==> config.mk <==
export PLATFORM = sky130hd
export DESIGN_NAME = session_slot_table
export DESIGN_NICKNAME = d
export VERILOG_FILES = /design/src/sst_pkg.sv /design/src/sst_store.sv /design/src/sst_eval.sv /design/src/session_slot_table.sv
export VERILOG_INCLUDE_DIRS = /design/src /design/src/src
export SDC_FILE = /design/constraint.sdc
export NUM_CORES = 1
export LEC_CHECK = 0
export ABC_AREA = 1
export BUFFER_PORTS_ARGS = -buffer_cell sky130_fd_sc_hd__buf_2
export CAP_MARGIN = 10
export CORE_MARGIN = 5
export CORE_UTILIZATION = 25
export CTS_CLUSTER_SIZE = 8
export DETAILED_ROUTE_END_ITERATION = 6
export HOLD_SLACK_MARGIN = 0.06
export PLACE_DENSITY_LB_ADDON = 0.12
export SYNTH_ARGS = -nofsm -noshare
export SYNTH_HDL_FRONTEND = slang
export SYNTH_SLANG_ARGS = --single-unit
==> constraint.sdc <==
create_clock -name clk -period 9.9 [get_ports clk]
set_input_delay 2.475 -clock clk [delete_from_list [all_inputs] [get_ports clk]]
set_output_delay 2.475 -clock clk [all_outputs]
set_load 0.02 [all_outputs]
==> src/session_slot_table_assert.svh <==
// ----------------------------------------------------------------------------
// session_slot_table_assert.svh
// Assertion macros shared by the session slot table sources. Each macro
// samples on clk and is disabled while rst is high.
// ----------------------------------------------------------------------------
`ifndef SESSION_SLOT_TABLE_ASSERT_SVH
`define SESSION_SLOT_TABLE_ASSERT_SVH

`ifndef SYNTH
// Checks the consequent in the same cycle as the antecedent.
`define SST_ASSERT_NOW(label, ante, cons, msg) \
  label: assert property (@(posedge clk) disable iff (rst) (ante) |-> (cons)) \
    else $error(msg);
// Checks the consequent in the cycle after the antecedent.
`define SST_ASSERT_NEXT(label, ante, cons, msg) \
  label: assert property (@(posedge clk) disable iff (rst) (ante) |=> (cons)) \
    else $error(msg);
`else
`define SST_ASSERT_NOW(label, ante, cons, msg)
`define SST_ASSERT_NEXT(label, ante, cons, msg)
`endif

`endif

==> src/sst_pkg.sv <==
// ----------------------------------------------------------------------------
// sst_pkg
// Types and constants shared by the session slot table modules.
// ----------------------------------------------------------------------------
package sst_pkg;

  // Request codes carried by req_type.
  typedef enum logic [2:0] {
    REQ_ADD         = 3'd0,
    REQ_REMOVE      = 3'd1,
    REQ_FIND_ID     = 3'd2,
    REQ_FIND_HANDLE = 3'd3,
    REQ_TOUCH       = 3'd4,
    REQ_TICK        = 3'd5
  } req_t;

  // Sequencer states.
  typedef enum logic [1:0] {
    ST_IDLE,
    ST_ALLOC,
    ST_SCAN,
    ST_EMIT
  } fsm_t;

  // What an accepted request turns into.
  typedef enum logic [1:0] {
    DSP_REFUSE,
    DSP_ALLOC,
    DSP_SCAN
  } dsp_t;

  // Reported slot states.
  localparam logic [1:0] SLOT_FREE       = 2'd0;
  localparam logic [1:0] SLOT_CONNECTING = 2'd1;
  localparam logic [1:0] SLOT_KICKED     = 2'd3;

  // Configuration register indexes.
  localparam logic CFG_MAX_ACTIVE   = 1'b0;
  localparam logic CFG_IDLE_TIMEOUT = 1'b1;

  // Configuration reset values.
  localparam logic [4:0]  MAX_ACTIVE_RST   = 5'd16;
  localparam logic [15:0] IDLE_TIMEOUT_RST = 16'd30000;

  // One stored slot entry; liveness is held separately in flops.
  typedef struct packed {
    logic        kicked;
    logic [15:0] handle;
    logic [15:0] idle;
  } entry_t;

  // Verdict of the shared evaluation unit for one entry.
  typedef struct packed {
    logic   hit;
    logic   we;
    entry_t entry;
  } sst_eval_t;

  // Write command from the sequencer to the slot store.
  typedef struct packed {
    logic mem_we;
    logic live_set;
    logic live_clr;
  } sst_cmd_t;

endpackage

==> src/sst_store.sv <==
// ----------------------------------------------------------------------------
// sst_store
// Slot storage: a single-port-write entry memory with a registered read, and
// a live flag per slot that reset clears.
// ----------------------------------------------------------------------------
module sst_store #(
  parameter int SLOTS = 16
) (
  input  logic                          clk,
  input  logic                          rst,
  input  logic [$clog2(SLOTS)-1:0]      rd_addr,
  output sst_pkg::entry_t               rd_data,
  input  sst_pkg::sst_cmd_t             cmd,
  input  logic [$clog2(SLOTS)-1:0]      wr_addr,
  input  sst_pkg::entry_t               wr_data,
  output logic [SLOTS-1:0]              live
);
  import sst_pkg::*;

  entry_t mem [SLOTS];

  // Entry memory: one write and one registered read per cycle.
  always_ff @(posedge clk) begin
    if (cmd.mem_we) begin
      mem[wr_addr] <= wr_data;
    end
    rd_data <= mem[rd_addr];
  end

  // Live flags; a slot that is not live reads as free.
  always_ff @(posedge clk) begin
    if (rst) begin
      live <= '0;
    end else if (cmd.live_set) begin
      live[wr_addr] <= 1'b1;
    end else if (cmd.live_clr) begin
      live[wr_addr] <= 1'b0;
    end
  end

endmodule

==> src/sst_eval.sv <==
// ----------------------------------------------------------------------------
// sst_eval
// Shared evaluation unit: one handle compare and one saturating idle-time
// add, applied to the entry that the sequencer has just read.
// ----------------------------------------------------------------------------
module sst_eval (
  input  sst_pkg::req_t     req,
  input  sst_pkg::entry_t   entry_in,
  input  logic              live,
  input  logic [15:0]       handle,
  input  logic [15:0]       elapsed,
  input  logic [15:0]       timeout,
  output sst_pkg::sst_eval_t result
);
  import sst_pkg::*;

  logic [16:0] sum;

  // Idle time after a tick, before saturation.
  assign sum = {1'b0, entry_in.idle} + {1'b0, elapsed};

  // Decide on a match and on the updated entry.
  always_comb begin
    result       = '0;
    result.entry = entry_in;
    case (req)
      REQ_REMOVE, REQ_FIND_ID: begin
        result.hit = 1'b1;
      end
      REQ_TOUCH: begin
        result.hit        = 1'b1;
        result.we         = 1'b1;
        result.entry.idle = '0;
      end
      REQ_FIND_HANDLE: begin
        result.hit = live && (entry_in.handle == handle);
      end
      REQ_TICK: begin
        result.we = live;
        if (sum > {1'b0, timeout}) begin
          result.entry.kicked = 1'b1;
          result.entry.idle   = timeout;
        end else begin
          result.entry.idle = sum[15:0];
        end
      end
      default: begin
        result.hit = 1'b0;
      end
    endcase
  end

endmodule

==> src/session_slot_table.sv <==
// ----------------------------------------------------------------------------
// session_slot_table
// Fixed table of session slots with add, remove, lookup, touch and idle
// aging, run by a small sequencer over one shared evaluation unit.
// ----------------------------------------------------------------------------
// One request is handled at a time. The slot memory has one read port, so a
// lookup by handle and a tick walk the table one entry per cycle. An add
// scans the live flags one slot per cycle from slot 0 and claims the lowest
// free position. Remove, touch and lookup by identifier read one entry; a
// refused or unknown request reads none. The result sits in an output
// register, and the next request is taken in the cycle after the result is
// loaded there. Configuration writes take effect at once and are expected
// only while no request is in flight.
`include "session_slot_table_assert.svh"

module session_slot_table #(
  parameter int SLOTS = 16
) (
  input  logic        clk,
  input  logic        rst,
  // Configuration write port.
  input  logic        cfg_we,
  input  logic        cfg_index,
  input  logic [15:0] cfg_data,
  // Request channel.
  input  logic        in_valid,
  output logic        in_stall,
  input  logic [2:0]  req_type,
  input  logic [15:0] conn_handle,
  input  logic [3:0]  slot_index,
  input  logic [7:0]  player_key,
  input  logic [15:0] elapsed_ms,
  // Result channel.
  output logic        out_valid,
  input  logic        out_stall,
  output logic        status,
  output logic [3:0]  found_slot,
  output logic [4:0]  found_id,
  output logic [15:0] found_handle,
  output logic [1:0]  found_state,
  output logic [4:0]  active_count
);
  import sst_pkg::*;

  localparam int SW = $clog2(SLOTS);
  localparam int CW = $clog2(SLOTS + 1);

  fsm_t            state;
  fsm_t            state_next;
  logic [4:0]      max_active;
  logic [15:0]     idle_timeout_ms;
  logic [CW-1:0]   live_count;

  // Captured request.
  req_t            req_r;
  logic [15:0]     handle_r;
  logic [15:0]     elapsed_r;
  logic            single_r;

  // Scan pointers: ptr issues reads, ev_ptr names the entry being evaluated.
  logic [SW-1:0]   ptr;
  logic            issuing;
  logic            ev_vld;
  logic [SW-1:0]   ev_ptr;
  logic            ev_last;
  logic            issue_last;
  logic            scan_done;

  // Pending result.
  logic            res_status;
  logic            res_hit;
  logic [SW-1:0]   res_slot;
  logic [15:0]     res_handle;
  logic [1:0]      res_state;
  logic [SW+4:0]   res_ext;
  logic [SW+4:0]   id_ext;
  logic            emit_load;

  // Request decode.
  dsp_t            dsp;
  logic [SW-1:0]   start_ptr;
  logic            start_single;
  logic [SW+4:0]   idx_ext;
  logic            idx_ok;
  logic [SW+8:0]   key_ext;
  logic [SW+8:0]   key_sub;
  logic            key_ok;
  logic            can_add;

  // Store and evaluation unit connections.
  entry_t          rd_data;
  sst_cmd_t        cmd;
  logic [SW-1:0]   wr_addr;
  entry_t          wr_data;
  logic [SLOTS-1:0] live;
  sst_eval_t       ev;

  sst_store #(
    .SLOTS(SLOTS)
  ) u_store (
    .clk    (clk),
    .rst    (rst),
    .rd_addr(ptr),
    .rd_data(rd_data),
    .cmd    (cmd),
    .wr_addr(wr_addr),
    .wr_data(wr_data),
    .live   (live)
  );

  sst_eval u_eval (
    .req     (req_r),
    .entry_in(rd_data),
    .live    (live[ev_ptr]),
    .handle  (handle_r),
    .elapsed (elapsed_r),
    .timeout (idle_timeout_ms),
    .result  (ev)
  );

  assign in_stall = (state != ST_IDLE);

  // Range checks on the addressed slot and on the identifier.
  assign idx_ext = (SW + 5)'(slot_index);
  assign idx_ok  = idx_ext < (SW + 5)'(SLOTS);
  assign key_ext = (SW + 9)'(player_key);
  assign key_sub = key_ext - (SW + 9)'(1);
  assign key_ok  = (player_key != 8'd0) && (key_ext <= (SW + 9)'(SLOTS));
  assign can_add = ((CW + 5)'(live_count) < (CW + 5)'(max_active)) &&
                   (live_count != CW'(SLOTS));

  // Decide how an incoming request is served.
  always_comb begin
    dsp          = DSP_REFUSE;
    start_ptr    = '0;
    start_single = 1'b0;
    case (req_type)
      REQ_ADD: begin
        if (can_add) begin
          dsp = DSP_ALLOC;
        end
      end
      REQ_REMOVE, REQ_TOUCH: begin
        start_ptr    = idx_ext[SW-1:0];
        start_single = 1'b1;
        if (idx_ok && live[idx_ext[SW-1:0]]) begin
          dsp = DSP_SCAN;
        end
      end
      REQ_FIND_ID: begin
        start_ptr    = key_sub[SW-1:0];
        start_single = 1'b1;
        if (key_ok && live[key_sub[SW-1:0]]) begin
          dsp = DSP_SCAN;
        end
      end
      REQ_FIND_HANDLE, REQ_TICK: begin
        dsp = DSP_SCAN;
      end
      default: begin
        dsp = DSP_REFUSE;
      end
    endcase
  end

  assign issue_last = single_r || (ptr == SW'(SLOTS - 1));
  assign scan_done  = ev_vld && (ev.hit || ev_last);
  assign emit_load  = (state == ST_EMIT) && (!out_valid || !out_stall);

  // Next state.
  always_comb begin
    state_next = state;
    case (state)
      ST_IDLE: begin
        if (in_valid) begin
          case (dsp)
            DSP_ALLOC: state_next = ST_ALLOC;
            DSP_SCAN:  state_next = ST_SCAN;
            default:   state_next = ST_EMIT;
          endcase
        end
      end
      ST_ALLOC: begin
        if (!live[ptr]) begin
          state_next = ST_EMIT;
        end
      end
      ST_SCAN: begin
        if (scan_done) begin
          state_next = ST_EMIT;
        end
      end
      ST_EMIT: begin
        if (emit_load) begin
          state_next = ST_IDLE;
        end
      end
      default: begin
        state_next = ST_IDLE;
      end
    endcase
  end

  // Store write commands.
  always_comb begin
    cmd     = '0;
    wr_addr = ev_ptr;
    wr_data = ev.entry;
    case (state)
      ST_ALLOC: begin
        wr_addr = ptr;
        wr_data = '{kicked: 1'b0, handle: handle_r, idle: 16'd0};
        if (!live[ptr]) begin
          cmd.mem_we   = 1'b1;
          cmd.live_set = 1'b1;
        end
      end
      ST_SCAN: begin
        if (ev_vld) begin
          cmd.mem_we   = ev.we;
          cmd.live_clr = ev.hit && (req_r == REQ_REMOVE);
        end
      end
      default: begin
        cmd = '0;
      end
    endcase
  end

  // Control registers: sequencer, scan pointers, count and configuration.
  always_ff @(posedge clk) begin
    if (rst) begin
      state           <= ST_IDLE;
      max_active      <= MAX_ACTIVE_RST;
      idle_timeout_ms <= IDLE_TIMEOUT_RST;
      live_count      <= '0;
      ptr             <= '0;
      issuing         <= 1'b0;
      ev_vld          <= 1'b0;
      ev_ptr          <= '0;
      ev_last         <= 1'b0;
      out_valid       <= 1'b0;
    end else begin
      state <= state_next;

      if (cfg_we) begin
        if (cfg_index == CFG_MAX_ACTIVE) begin
          max_active <= cfg_data[4:0];
        end else begin
          idle_timeout_ms <= cfg_data;
        end
      end

      case (state)
        ST_IDLE: begin
          if (in_valid) begin
            ptr     <= start_ptr;
            issuing <= 1'b1;
            ev_vld  <= 1'b0;
          end
        end
        ST_ALLOC: begin
          if (!live[ptr]) begin
            live_count <= live_count + CW'(1);
          end else begin
            ptr <= ptr + SW'(1);
          end
        end
        ST_SCAN: begin
          // Issue one read per cycle; evaluate it the cycle after.
          if (issuing) begin
            ev_vld  <= 1'b1;
            ev_ptr  <= ptr;
            ev_last <= issue_last;
            if (issue_last) begin
              issuing <= 1'b0;
            end else begin
              ptr <= ptr + SW'(1);
            end
          end else begin
            ev_vld <= 1'b0;
          end
          if (scan_done) begin
            issuing <= 1'b0;
            ev_vld  <= 1'b0;
            if (ev.hit && (req_r == REQ_REMOVE)) begin
              live_count <= live_count - CW'(1);
            end
          end
        end
        default: begin
          issuing <= 1'b0;
        end
      endcase

      if (emit_load) begin
        out_valid <= 1'b1;
      end else if (!out_stall) begin
        out_valid <= 1'b0;
      end
    end
  end

  assign res_ext = (SW + 5)'(res_slot);
  assign id_ext  = res_ext + (SW + 5)'(1);

  // Payload registers: captured request, pending result and output fields.
  always_ff @(posedge clk) begin
    case (state)
      ST_IDLE: begin
        if (in_valid) begin
          req_r      <= req_t'(req_type);
          handle_r   <= conn_handle;
          elapsed_r  <= elapsed_ms;
          single_r   <= start_single;
          res_status <= 1'b1;
          res_hit    <= 1'b0;
          res_slot   <= '0;
          res_handle <= '0;
          res_state  <= SLOT_FREE;
        end
      end
      ST_ALLOC: begin
        if (!live[ptr]) begin
          res_status <= 1'b0;
          res_hit    <= 1'b1;
          res_slot   <= ptr;
          res_handle <= handle_r;
          res_state  <= SLOT_CONNECTING;
        end
      end
      ST_SCAN: begin
        if (scan_done) begin
          if (ev.hit) begin
            res_status <= 1'b0;
            res_hit    <= 1'b1;
            res_slot   <= ev_ptr;
            res_handle <= rd_data.handle;
            if (req_r == REQ_REMOVE) begin
              res_state <= SLOT_FREE;
            end else if (ev.entry.kicked) begin
              res_state <= SLOT_KICKED;
            end else begin
              res_state <= SLOT_CONNECTING;
            end
          end else begin
            // A tick always succeeds; a handle lookup that ran out did not.
            res_status <= (req_r != REQ_TICK);
          end
        end
      end
      default: begin
        res_status <= res_status;
      end
    endcase

    if (emit_load) begin
      status       <= res_status;
      found_slot   <= res_hit ? res_ext[3:0] : 4'd0;
      found_id     <= res_hit ? id_ext[4:0] : 5'd0;
      found_handle <= res_handle;
      found_state  <= res_state;
      active_count <= 5'(live_count);
    end
  end

  // The count of live slots tracks the live flags and never passes the size.
  `SST_ASSERT_NOW(a_count_flags, 1'b1, live_count == CW'($countones(live)), "live count differs from live flags")
  `SST_ASSERT_NOW(a_count_bound, 1'b1, live_count <= CW'(SLOTS), "live count above table size")
  // A slot claimed by an add is live in the next cycle.
  `SST_ASSERT_NEXT(a_alloc_live, (state == ST_ALLOC) && !live[ptr], live[$past(ptr)], "claimed slot not live")
  // A result only appears after the sequencer has finished a request.
  `SST_ASSERT_NOW(a_out_from_emit, $rose(out_valid), $past(state) == ST_EMIT, "result raised outside emit")

endmodule
# == Yosys cells after proc, flatten, opt, wreduce, memory -nomap -nowiden ==
# Memories as Yosys holds them, arrays and structs flattened. A register that Yosys moved wholly into a read port is not among the register bits.
# Cells that the tools add are included.
# totals
register_bits,149
latchBits,0
mem_bits_rw,528
romBits,0
in_bits,69
out_inout_bits,35
elab_cells,199
mem_count,1
# classes
add_sub_neg,6
n_mul,0
div,0
magnitude_cmp,10
n_eq_ne,29
shift,0
mux,85
bitwise,5
n_reduce_logical,37
# memory_table
name,depth,width,read_ports,rd_clocked_by_memory_dff,write_ports,line,rtl
u_store.mem,16,33,1,1,1,sst_store.sv:20,entry_t mem [SLOTS];
# op_table
operator,count
$mux 16,7
$pmux 16 s3,1
$mux 4,9
$mux 33,1
$pmux 16 s2,1
$lt 4x5->1 const B,6
$mux 1,30
$mux 2,13
$pmux 4 s3,2
$ne 2x2->1 const B,9
$add 16x16->17,1
$gt 17x16->1,1
$and 16x16->16,1
$bmux 1 s4,4
$eq 16x16->1,1
$not 16->16,1
$or 16x16->16,1
$pmux 2 s4,2
$mux 5,3
$eq 3x2->1 const B,4
$eq 3x3->1 const B,4
$reduce_and 2->1,6
$reduce_and 4->1,3
$pmux 5 s2,1
other kinds (33),60

# == Depth between registers and ports, before layout ==
# depth
word_depth,10
depth_mapped,23
depth_no_buf,22

# == Cells and area by module ==
# From an unflattened synthesis, not the netlist that was laid out.
# unflattened
cells_unflattened,3375
hier_area_um2,32651.3
# modules_own_cells
module,instances,cells_per_inst,area_per_inst_um2,seq_area_each_um2
sst_store,1,2278,23899.2,16836.1
session_slot_table,1,746,6547.5,3593.4
sst_eval,1,351,2204.6,0.0

# == Least setup slack after synthesis ==
# OpenSTA, ideal clock, no wires.
# synth_path
path_type,input-to-reg
start,input out_stall
end,"register active_count[0], enable pin"
setup_time_ps,434
t_arrival_ps,4128
t_required_ps,9466
setup_slack_ps,5338
path_stages,1
path_buffers,0
path_cell_list,a21oi_1
# synth_via
elab_chain_len,3
# synth_rtl
element,line,rtl
from (decl),session_slot_table.sv:35,"input logic out_stall,"
$logic_not 1->1,n/a,
$logic_or 1x1->1,session_slot_table.sv:168,assign emit_load = (state == ST_EMIT) && (!out_valid || !out_stall);
$logic_and 1x1->1,session_slot_table.sv:168,
to (signal assigned),session_slot_table.sv:363,active_count <= 5'(live_count);
to (decl),session_slot_table.sv:41,output logic [4:0] active_count
# No other way between the ends.
# A chain may end at the register's enable or synchronous reset.

==> summary.txt <==
Synthesized-area fraction occupied by adder cells - 0.0214
Synth Area in Compound Gates - 0.118
Number of synthesized flops with an enable pin - 621
Nets - 2865
Max Cap Violations - 0
WS Path Type - reg2reg
Grt met2 use - 0.248
Clock buffer depth - 3
Worst path bufs/invs - 2
H-tree depth - 3
Unique masters post-synth - 46
DR WL/cell - 21.5 um
Clk_lat worst skew - 0.67 ns
Status - finished, final reports clean
RSZ-0062 raised after global routing - no
Initial Util - 0.251
Post-synthesis mux area share - 0
Drc violations - 0
Vias per cell - 4.63
Leak pwr - 12.2 nW
Die Span Y - 356 um
Most common cell in the netlist - edfxtp_1
Post-synth ARST share - 0
Ys flop type - edfxtp_1
Largest family of logic cells by synthesized area - simple AND/OR/NAND/NOR gates
# diodes - 0
Worst min path class - reg2reg
Setup TNS Final - 0 ns
CORE AREA - 119000 um2
Slowest CP cell - a21oi_1
Slew Viols, Final - 0
# hold bufs at CTS - 0
Synth Area in Simple Gates - 0.127
Req. time, crit path - 10.21 ns
Final Critical Period - 4.72 ns
Routing usage on met1 - 0.199
Crit-path max cell delay - 0.89 ns
PortBufs - 103
Register area share after synthesis - 0.682
Total wire length - 95300 um
Post-DP HPWL - 52600 um
DR pass1 iterations - 6
Slew HR - 0.264
GR Util met3 - 0.0229
Critical path cell sequence - ha_1 -> inv_1 -> fa_1 -> o21ai_2 -> nand4_2 -> nand3_2 -> xor2_1 -> ha_1 -> inv_1 -> nor3_1 -> nand2_1 -> nand2_1 -> nand2_1 -> nand2_1 -> nand2_2 -> nand2_4 -> nand2_1 -> a21oi_1
Root buf cell - clkbuf_16
Routed Antenna Nets - 0
Crit-path max FO - 17
PwrDens - 312 nW/um2
Antenna violations before repair - 0
Setup violators final - 0
Gr busiest metal - met2
Tcrit/Tclk final - 0.477
DR iter-0 viols - 1452
FMAX - 212 MHz
Share of layout cells above drive strength 1 - 0.112
Die area - 127000 um2
Synth cell count leaders - edfxtp_1 (621), nor2_1 (363), nand2_1 (345)
Measured slew at the worst slew-check pin - 1.10 ns
Fin. Hold Viols - 0
First-pass GRT wire length - 140000 um
Flops & latches, synth - 710
Gate Count Post-Synth - 2639
Synth-to-Final Area Change - 17.8%
Yosys top cell area share - 0.622
Post-CTS sizing - 0
Num ports - 104
Number of global-route vias before repair - 20.5k
GRT overflow - 0
Crit path max-delay family - simple AND/OR/NAND/NOR gates
Total track usage - 0.147
Routability cong. - 0.805
Syn_nets - 2758
Crit start category - register
Via count - 20.6k
Synth Area in XOR/XNOR - 0.00760
Finished Cell Area - 35300 um2
Syn. warnings - 0
Crit path DAT - 5.03 ns
Cell mode on critical path - nand2_1
Final Skew - 0.0436 ns
Post-CTS setup buffers - 0
Placed Area - 32400 um2
Peak VDD IR - 0.161 mV
Synthesized area per cell - 11.4 um2
Row count - 127
CTS tree - done
Top cells by area, synth - edfxtp_1 (62%), dfxtp_1 (5.9%), o21ai_0 (5.7%)
Die X-Extent - 356 um
Synthesized cell area - 30000 um2
Largest net degree at the start of global routing - 188
Worst hold slack - 0.416 ns
Clock tree sinks - 710
Clk pin slew, worst setup/hold paths - 0.05 ns
TritonCTS Buffers - 99
Area leader, netlist - edfxtp_1
CP Capture Type - register
[routing by layer]
layer | vias to the layer above | share of wire
met5 | - | 0
met4 | 0 | 0.019
met3 | 121 | 0.044
met2 | 494 | 0.48
met1 | 10300 | 0.46
li1 | 9676 | -
[stage by stage]
stage	utilization	cells	total power, mW	worst slack [ns]
finish	0.296	4441	11.0	5.18
global route	0.296	4441	11.7	4.79
CTS	0.295	4440	11.2	5.07
detailed placement	0.271	4256	7.93	5.11
global placement	0.271	4256	7.89	5.06
floorplan	-	2639	6.56	5.34
[report_power, final]
part / total [mW] / internal [mW] / leakage, nW / switching [mW]
clock network: 3.19 / 1.89 / 1.38 / 1.31
registers: 4.28 / 4.09 / 6.40 / 0.190
logic: 3.53 / 0.905 / 4.46 / 2.63
total: 11.0 / 6.88 / 12.2 / 4.12
[final timing paths]
path                              start                            to  slack, ns  cells past startpoint
max reg2reg  u_store.rd_data[0]$_DFF_P_  u_store.mem[8][32]$_DFFE_PP_       5.18                     18
min             res_handle[8]$_DFFE_PP_     found_handle[8]$_DFFE_PP_       0.42                      0
min reg2reg     res_handle[8]$_DFFE_PP_     found_handle[8]$_DFFE_PP_       0.42                      0
max          u_store.rd_data[0]$_DFF_P_  u_store.mem[8][32]$_DFFE_PP_       5.18                     18
[final cells by class]
class                           count  area, um2
Tap cell                         1612       2020
Sequential cell                   710      20400
Multi-Input combinational cell   1607       8370
Timing Repair Buffer              147        877
Clock inverter                      8        160
Inverter                          181        686
Clock buffer                      176       2770
Fill cell                       12400      84200
[state kept, by name, indices dropped and copies added (netlist names), 5 cells and up, named ones only]
| name | count |
|---|---|
| found_id | 5 |
| handle_r | 16 |
| u_store.rd_data | 33 |
| max_active | 5 |
| found_handle | 16 |
| active_count | 5 |
| elapsed_r | 16 |
| idle_timeout_ms | 16 |
| res_handle | 16 |
| live_count | 5 |
| u_store.mem | 528 |
[kinds of logic (layout without fill, tap and decap cells)]
kind of cell,after synthesis,count (layout)
AND/OR/NAND/NOR,908,908
flip-flops,710,710
AO/OA/AOI/OAI,623,623
buffers and inverters,322,512
adder cells (fa/ha/maj),50,50
XOR/XNOR,26,26
[cell usage in the layout, fill, tap and decap left out, drive strengths merged, types with 2 or more instances in the layout]
master | synthesis | layout
nand4 | 27 | 27
a211oi | 4 | 4
or2 | 3 | 3
fa | 2 | 2
clkinv | 1 | 9
nand2 | 353 | 353
a21o | 2 | 2
o22ai | 80 | 80
nand3 | 154 | 154
inv | 180 | 180
xor2 | 12 | 12
xnor2 | 14 | 14
nor3 | 6 | 6
dfxtp | 89 | 89
a21oi | 103 | 103
o211ai | 23 | 23
ha | 48 | 48
buf | 43 | 146
o21ai | 346 | 346
edfxtp | 621 | 621
nor2 | 364 | 364
a31oi | 3 | 3
clkbuf | 98 | 177
o221ai | 57 | 57
[worst register-to-register path, cell delays in order (launching register included)]
cell     delay [ns]
dfxtp_1        0.34
ha_1           0.20
inv_1          0.09
fa_1           0.44
o21ai_2        0.28
nand4_2        0.12
nand3_2        0.14
xor2_1         0.26
ha_1           0.19
inv_1          0.06
nor3_1         0.30
nand2_1        0.09
nand2_1        0.06
nand2_1        0.05
nand2_1        0.06
nand2_2        0.27
nand2_4        0.33
nand2_1        0.21
a21oi_1        0.90
Power figures use the tool's default switching activity.
